File: config.mk
export PLATFORM = sky130hd
export DESIGN_NAME = tgei_sqrt_pipe
export DESIGN_NICKNAME = d
export VERILOG_FILES = /design/src/rtl/core/tgei_pkg.sv /design/src/rtl/core/tgei_sqrt_pipe.sv
export SDC_FILE = /design/constraint.sdc
export NUM_CORES = 2
export LEC_CHECK = 0
export BUFFER_PORTS_ARGS = -buffer_cell sky130_fd_sc_hd__buf_4
export CAP_MARGIN = 5
export CELL_PAD_IN_SITES_DETAIL_PLACEMENT = 0
export CELL_PAD_IN_SITES_GLOBAL_PLACEMENT = 2
export CORE_UTILIZATION = 42
export CTS_CLUSTER_DIAMETER = 120
export CTS_CLUSTER_SIZE = 25
export DETAILED_ROUTE_END_ITERATION = 8
export GPL_ROUTABILITY_DRIVEN = 0
export PLACE_DENSITY_LB_ADDON = 0.1
export SKIP_CTS_REPAIR_TIMING = 1
export SLEW_MARGIN = 10
export SYNTH_ARGS = -nofsm -noshare
export SYNTH_HDL_FRONTEND = slang
export SYNTH_MEMORY_MAX_BITS = 65536
export SYNTH_SLANG_ARGS = --single-unit
File: constraint.sdc
create_clock -name clock -period 10.3 [get_ports clock]
set_input_delay 1.545 -clock clock [delete_from_list [all_inputs] [get_ports clock]]
set_output_delay 1.545 -clock clock [all_outputs]
set_load 0.1 [all_outputs]
File: src/rtl/core/tgei_pkg.sv
`timescale 1ns / 1ps
package tgei_pkg;

   // Result status codes.
   typedef enum logic [1:0] {
      STATUS_OK      = 2'd0,
      STATUS_INVALID = 2'd1,
      STATUS_AREA    = 2'd2,
      STATUS_DET     = 2'd3
   } status_type;

   // Register indexes on the csr port.
   localparam int CSR_MIN_AREA = 0;
   localparam int CSR_MIN_DET  = 1;
   localparam int CSR_WIDTH    = 32;
   localparam int OUT_WIDTH    = 32;

   // Quotient bits kept before saturation, and root bits produced.
   localparam int Q_BITS       = 64;
   localparam int ROOT_BITS    = 32;
   localparam int FRONT_STAGES = 8;
   localparam int PIPE_LAT     = FRONT_STAGES + Q_BITS + ROOT_BITS + 1;

   // Sideband that travels with each word.
   typedef struct packed {
      logic       valid;
      status_type status;
      logic       sat;
   } tag_type;

endpackage

File: src/rtl/core/tgei_sqrt_pipe.sv
`timescale 1ns / 1ps
module tgei_sqrt_pipe (
   input  logic                           clock,
   input  logic                           reset,
   input  tgei_pkg::tag_type              in_tag,
   input  logic [tgei_pkg::Q_BITS-1:0]    in_x,
   output tgei_pkg::tag_type              out_tag,
   output logic [tgei_pkg::ROOT_BITS-1:0] out_root
);
   import tgei_pkg::*;

   localparam int RW = ROOT_BITS + 2;

   tag_type              tag_ff  [0:ROOT_BITS-1];
   logic [RW-1:0]        rem_ff  [0:ROOT_BITS-1];
   logic [ROOT_BITS-1:0] root_ff [0:ROOT_BITS-1];
   logic [Q_BITS-1:0]    x_ff    [0:ROOT_BITS-1];

   tag_type              tag_pipe  [0:ROOT_BITS];
   logic [RW-1:0]        rem_pipe  [0:ROOT_BITS];
   logic [ROOT_BITS-1:0] root_pipe [0:ROOT_BITS];
   logic [Q_BITS-1:0]    x_pipe    [0:ROOT_BITS];

   assign tag_pipe[0]  = in_tag;
   assign rem_pipe[0]  = '0;
   assign root_pipe[0] = '0;
   assign x_pipe[0]    = in_x;

   // Digit-by-digit square root: two radicand bits in, one root bit out per stage.
   for (genvar k = 0; k < ROOT_BITS; k++) begin : g_step
      logic [RW+1:0] trial;
      logic [RW+1:0] test;
      logic [RW+1:0] diff;
      logic          take;

      always_comb begin
         trial = {rem_pipe[k], x_pipe[k][Q_BITS-1:Q_BITS-2]};
         test  = {2'b00, root_pipe[k], 2'b01};
         diff  = trial - test;
         take  = (trial >= test);
      end

      always_ff @(posedge clock) begin
         if (reset) begin
            tag_ff[k] <= '0;
         end else begin
            tag_ff[k] <= tag_pipe[k];
         end
      end

      always_ff @(posedge clock) begin
         rem_ff[k]  <= take ? diff[RW-1:0] : trial[RW-1:0];
         root_ff[k] <= {root_pipe[k][ROOT_BITS-2:0], take};
         x_ff[k]    <= {x_pipe[k][Q_BITS-3:0], 2'b00};
      end

      assign tag_pipe[k+1]  = tag_ff[k];
      assign rem_pipe[k+1]  = rem_ff[k];
      assign root_pipe[k+1] = root_ff[k];
      assign x_pipe[k+1]    = x_ff[k];
   end

   assign out_tag  = tag_pipe[ROOT_BITS];
   assign out_root = root_pipe[ROOT_BITS];

endmodule

### Yosys cells after proc, flatten, opt, wreduce, memory -nomap -nowiden

Memories as Yosys holds them, arrays and structs flattened.
Index checks and enable logic that the tools add are counted.

* $lt $le $gt $ge: 32
* add/sub/neg operators: 32
* bitwise operators: 32
* muxes and demuxes: 67

Operator list (number)
* 36-bit by 34-bit >= comparator with 1-bit output: 31
* 34-bit 2-to-1 mux: 32
* 34-bit subtractor: 31
* 4-bit 2-to-1 mux: 32
* 1-bit OR: 32
* 1-bit 2-to-1 mux: 3
* 2-bit by 1-bit subtractor with 3-bit output, second input constant: 1
* 2-bit by 1-bit >= comparator with 1-bit output, second input constant: 1

* bits of input ports: 70
* memories kept: 4
* output and inout port bits: 36
* register bits after elaboration: 0
* bits in writable memories: 4224
* logic and storage cells: 167

Memory list
* x_ff: words 32, width 62, rd ports 31, clocked after memory_dff 0, wr ports 32, line tgei_sqrt_pipe.sv:17 `logic [Q_BITS-1:0] x_ff [0:ROOT_BITS-1];`
* rem_ff: words 32, width 34, rd ports 31, clocked after memory_dff 0, wr ports 32, line tgei_sqrt_pipe.sv:15 `logic [RW-1:0] rem_ff [0:ROOT_BITS-1];`
* root_ff: words 32, width 32, rd ports 32, clocked after memory_dff 0, wr ports 32, line tgei_sqrt_pipe.sv:16 `logic [ROOT_BITS-1:0] root_ff [0:ROOT_BITS-1];`
* tag_ff: words 32, width 4, rd ports 32, clocked after memory_dff 0, wr ports 32, line tgei_sqrt_pipe.sv:14 `tag_type tag_ff [0:ROOT_BITS-1];`

### Logic depth before layout (Yosys ltp)

* depth after elaboration: 3
* gate-level depth with buffers: 15
* depth with buffers taken out: 14

### Worst setup path after synthesis

OpenSTA, ideal clock, no wires.

* kind: register -> register
* from: memory root_ff[10][10] (netlist: root_ff[2][74])
* to: memory rem_ff[0][401] (netlist bit)
* library setup time: 0.134 ns
* period minus slack after synthesis: 3.339 ns
* data required time: 10.166 ns
* cell stages (with the launch flop): 15
* arrival time: 3.206 ns
* path slack: 6.961 ns
* buffers on the path: 2
* cells stage by stage: dfxtp_1 -> inv_1 -> ha_1 -> nor2_1 -> nand2_1 -> or4_1 -> or2_1 -> clkbuf_1 -> or4_1 -> or4_4 -> nor3_4 -> a21o_1 -> buf_4 -> nor4_1 -> xor2_1

RTL lines (line)
* start, declared: tgei_sqrt_pipe.sv:16
* end, declared: tgei_sqrt_pipe.sv:15

==> flow_summary.html <==
<table>
<tr><th>Metric</th><th>Value</th></tr>
<tr><th colspan="2">Timing</th></tr>
<tr><td>Remaining max-slew budget at the tightest pin</td><td>around 22%</td></tr>
<tr><td>Slew Limit Fails</td><td>0</td></tr>
<tr><td>Final period util</td><td>40.32%</td></tr>
<tr><td>Setup repair after global routing missed its margin</td><td>false</td></tr>
<tr><td>Final hold violation count</td><td>0</td></tr>
<tr><td>Slew at the pin closest to its max-slew limit</td><td>1.166 ns</td></tr>
<tr><td>Total of endpoints with negative setup slack in the final report</td><td>0</td></tr>
<tr><td>Post-Route Setup TNS</td><td>0 ns</td></tr>
<tr><td>FMAX</td><td>between 200 and 250 MHz</td></tr>
<tr><td>Time the worst path needs with I/O delays and setup</td><td>4.153 ns</td></tr>
<tr><td>Worst clock skew on the final layout</td><td>between 0.04 and 0.05 ns</td></tr>
<tr><th colspan="2">Cells and area</th></tr>
<tr><td>Final cell count without fillers</td><td>12280</td></tr>
<tr><td>Layout-stage area growth over the synthesis result</td><td>7.575%</td></tr>
<tr><td>Post-route cell area</td><td>slightly above 100000 µm²</td></tr>
<tr><td>Share of layout cells above drive strength 1</td><td>4.140%</td></tr>
<tr><td>Count of filler cells inserted in the layout</td><td>21200</td></tr>
<tr><td>Final #Nets</td><td>approximately 9900</td></tr>
<tr><th colspan="2">GRT</th></tr>
<tr><td>Number of global-route vias before repair</td><td>between 50000 and 60000</td></tr>
<tr><td>Global-route usage over all layers</td><td>17.86%</td></tr>
<tr><td>Total congestion overflow</td><td>0</td></tr>
<tr><td>Pin count of the biggest net entering global routing</td><td>92</td></tr>
<tr><td>Wire length of the first global-routing pass</td><td>328.4 mm</td></tr>
<tr><td>Number of antenna violations at the first check in global routing</td><td>2</td></tr>
<tr><th colspan="2">Worst setup path</th></tr>
<tr><td>Arrival time of the worst setup path</td><td>4.84 ns</td></tr>
<tr><td>Class of the most critical setup path</td><td>reg -&gt; reg</td></tr>
<tr><td>Critical Path Start Type</td><td>register</td></tr>
<tr><td>Max FO, Critical Path</td><td>26</td></tr>
<tr><td>Setup slack on the worst flop-to-flop path</td><td>6.15 ns</td></tr>
<tr><td>FF-to-FF path depth</td><td>12</td></tr>
<tr><td>Reg2Reg Capture Point</td><td>rem_ff[0][399]</td></tr>
<tr><td>Required time worst endpoint</td><td>about 11 ns</td></tr>
<tr><td>Setup crit start</td><td>root_ff[2][74]</td></tr>
<tr><td>Critical R2R Launch</td><td>root_ff[2][74]</td></tr>
<tr><td>Crit. End Element</td><td>register</td></tr>
<tr><th colspan="2">Min path</th></tr>
<tr><td>Start point of the worst min-delay path</td><td>x_ff[0][601]</td></tr>
<tr><td>Type of the tightest min-delay check</td><td>reg -&gt; reg</td></tr>
<tr><td>Worst Hold End</td><td>x_ff[0][665]</td></tr>
<tr><td>Cell depth of the worst hold path</td><td>0</td></tr>
<tr><th colspan="2">Clock tree</th></tr>
<tr><td>Clock tree sinks</td><td>between 2000 and 3000</td></tr>
<tr><td>Clk slew on worst S/H paths</td><td>0.10 ns</td></tr>
<tr><td>Worst skew pair latency</td><td>0.81 ns</td></tr>
<tr><td>TritonCTS buffer count</td><td>116</td></tr>
<tr><td>Deepest clock path buffer count</td><td>3</td></tr>
<tr><td>CTS tree</td><td>built</td></tr>
<tr><td>Number of levels the H-tree was split into</td><td>3</td></tr>
<tr><td>Cell chosen for the clock root</td><td>sky130_fd_sc_hd__clkbuf_16</td></tr>
<tr><th colspan="2">Synthesis</th></tr>
<tr><td>Synth Net Count</td><td>9860</td></tr>
<tr><td>Sequential element share of the synthesized area</td><td>between 50% and 60%</td></tr>
<tr><td>Top_reg_cell synth</td><td>sky130_fd_sc_hd__dfxtp_1</td></tr>
<tr><td>Share of async-settable or async-resettable flops after synthesis</td><td>0%</td></tr>
<tr><td>Number of distinct library cell variants in the gate-level netlist after synthesis</td><td>84</td></tr>
<tr><td>Post-synthesis cell count</td><td>9228</td></tr>
<tr><td>Netlist area before placement</td><td>94640 µm²</td></tr>
<tr><td>Number of enable-type register cells in the synthesized netlist</td><td>0</td></tr>
<tr><td>Number of flip-flops and latches in the synthesized netlist</td><td>2651</td></tr>
<tr><td>Avg Synthesized Cell Area</td><td>a little over 10 µm²</td></tr>
<tr><td>Synth Warn #</td><td>0</td></tr>
<tr><th colspan="2">Drt</th></tr>
<tr><td>Post-route met1 wirelength</td><td>96.87 mm</td></tr>
<tr><td>Remaining number of nets flagged by the antenna check after routing</td><td>0</td></tr>
<tr><td>Detail Route met3 WL</td><td>5.522 mm</td></tr>
<tr><td>Router iterations before antenna repair</td><td>8</td></tr>
<tr><td>Residual DRC count</td><td>0</td></tr>
<tr><td>Total length of routed met2 wires</td><td>98.04 mm</td></tr>
<tr><td>Total detailed-routing wirelength</td><td>between 200 and 250 mm</td></tr>
<tr><td>Drt initial violations</td><td>3257</td></tr>
<tr><td>Routed wirelength normalized by instance count</td><td>about 17 µm</td></tr>
<tr><td>Uppermost routed layer</td><td>met4</td></tr>
<tr><td>Via-to-Cell Ratio</td><td>4.917</td></tr>
<tr><td>Routed vias</td><td>around 60000</td></tr>
<tr><th colspan="2">Placed design</th></tr>
<tr><td>Standard cell area after detailed placement</td><td>98730 µm²</td></tr>
<tr><td># placed instances</td><td>roughly 12000</td></tr>
<tr><td>Port Buffer Count</td><td>about 110</td></tr>
<tr><td>Post-detail-place hpwl</td><td>158.5 mm</td></tr>
<tr><th colspan="2">Job</th></tr>
<tr><td>Total of max-cap violations</td><td>0</td></tr>
<tr><th colspan="2">Floorplanning</th></tr>
<tr><td>Die Ht</td><td>476.7 µm</td></tr>
<tr><td># IOs</td><td>106</td></tr>
<tr><td>Area of the core</td><td>223200 µm²</td></tr>
<tr><td>Die Area</td><td>227200 µm²</td></tr>
<tr><td>Initial core utilization</td><td>42.41%</td></tr>
<tr><td>Horiz. Die Dim</td><td>476.7 µm</td></tr>
<tr><td>Cell row count</td><td>173</td></tr>
<tr><th colspan="2">Pwr</th></tr>
<tr><td>Final total power</td><td>22130 µW</td></tr>
<tr><td>Leakage power total</td><td>0.04700 µW</td></tr>
<tr><td>Power per unit of standard cell area</td><td>217.3 nW/µm²</td></tr>
<tr><td>IR drop worst, VDD</td><td>0.0001499 V</td></tr>
<tr><th colspan="2">Status</th></tr>
<tr><td>Result of the run</td><td>finished, final reports clean</td></tr>
</table>
==> cell usage in the layout (no fill, tap or decap), drive strengths merged, types with 135 or more instances in the layout <==
cell type,n
ha,562
nor2,527
nor3,202
a21oi,577
buf,135
xnor2,434
xor2,421
inv,695
nor2b,210
a21o,221
nand2b,135
dfxtp,2651
o21ai,486
nand2,653
==> cell families (layout without fill, tap and decap cells) <==
family	Yosys count	count (layout)	synth area share (%)
compound gates	1786	1786	11.54
xor+xnor	855	855	7.912
fa+ha+maj	562	562	7.430
buf+inv	885	956	3.540
flops	2651	2651	56.07
mux	61	61	0.7178
other cells	1	3	0.003962
simple gates	2427	2427	12.78
==> Yosys cell counts (all sizes together), types with 110 or more instances <==
library cell  number  area share, %
nor3             202            1.1
clkbuf           172           0.68
ha               562            7.4
a21oi            577            3.1
xnor2            434            4.0
nand2            653            2.6
o21a             110           0.87
a21o             221            1.8
nand3            126           0.67
nand2b           135           0.89
nor4             111           0.74
nor2b            210            1.4
xor2             421            3.9
o21ai            486            2.6
inv              693            2.7
nor2             527            2.1
dfxtp           2651             56
==> stage by stage <==
| step | worst slack (ns) | utilization (%) | hold WS (ns) |
|---|---|---|---|
| floorplan | 6.961 | - | 0.3096 |
| global placement | 6.007 | 44.24 | 0.3095 |
| detailed placement | 5.969 | 44.24 | 0.3121 |
| CTS | 5.977 | 45.61 | 0.3163 |
| global route | 5.821 | 45.62 | 0.3255 |
| finish | 6.147 | 45.62 | 0.3212 |
==> worst max path at each step <==
stage | end | slack, ns | cells after the start
2_1_floorplan | rem_ff[0][401] | 6.96 | 14
3_3_place_gp | rem_ff[1][302] | 6.01 | 11
3_5_place_dp | rem_ff[1][302] | 5.97 | 11
4_1_cts | rem_ff[1][302] | 5.98 | 11
5_1_grt | rem_ff[0][399] | 5.82 | 12
6_report | rem_ff[0][399] | 6.15 | 12
==> flip-flops by register name, indices dropped and copies added (netlist names) <==
| register | flops |
|---|---|
| tag_ff | 128 |
| x_ff | 992 |
| rem_ff | 1003 |
| root_ff | 528 |
==> critical path, cell delays in order (launching register included) <==
cell and delay [ns]:
sky130_fd_sc_hd__dfxtp_1 0.34, sky130_fd_sc_hd__inv_1 0.05, sky130_fd_sc_hd__ha_1 0.22, sky130_fd_sc_hd__nor2_1 0.12, sky130_fd_sc_hd__nand2_1 0.09, sky130_fd_sc_hd__or4_1 0.44
sky130_fd_sc_hd__or2_1 0.33, sky130_fd_sc_hd__or4_1 0.57, sky130_fd_sc_hd__or4_4 0.48, sky130_fd_sc_hd__nor3_4 0.72, sky130_fd_sc_hd__a21o_1 0.41, sky130_fd_sc_hd__nor4_1 0.12
sky130_fd_sc_hd__xor2_1 0.15
==> metal layers <==
layer | vias to the layer above | track usage [%]
met5 | - | 0
met2 | 713 | 31.01
li1 | 31180 | -
met3 | 256 | 1.943
met1 | 28220 | 23.57
met4 | 0 | 4.388
==> power breakdown <==
part | switching (µW) | internal (µW) | total [µW]
logic | 2190 | 1750 | 3950
clock network | 3070 | 2050 | 5120
registers | 1220 | 11800 | 13100
==> final cells by class <==
class                      count  area [µm²]  share of cell area [%]
sequential                  2651       53070                   52.13
multi-input combinational   5692       38320                   37.64
tap                         2975        3722                   3.656
clock buffer                 119        2935                   2.883
inverter                     696        2613                   2.566
timing repair buffer         135        1026                   1.008
clock inverter                 6       123.9                  0.1217
antenna                        2       5.005                0.004916
No activity file was read; power rests on OpenSTA's default activity.
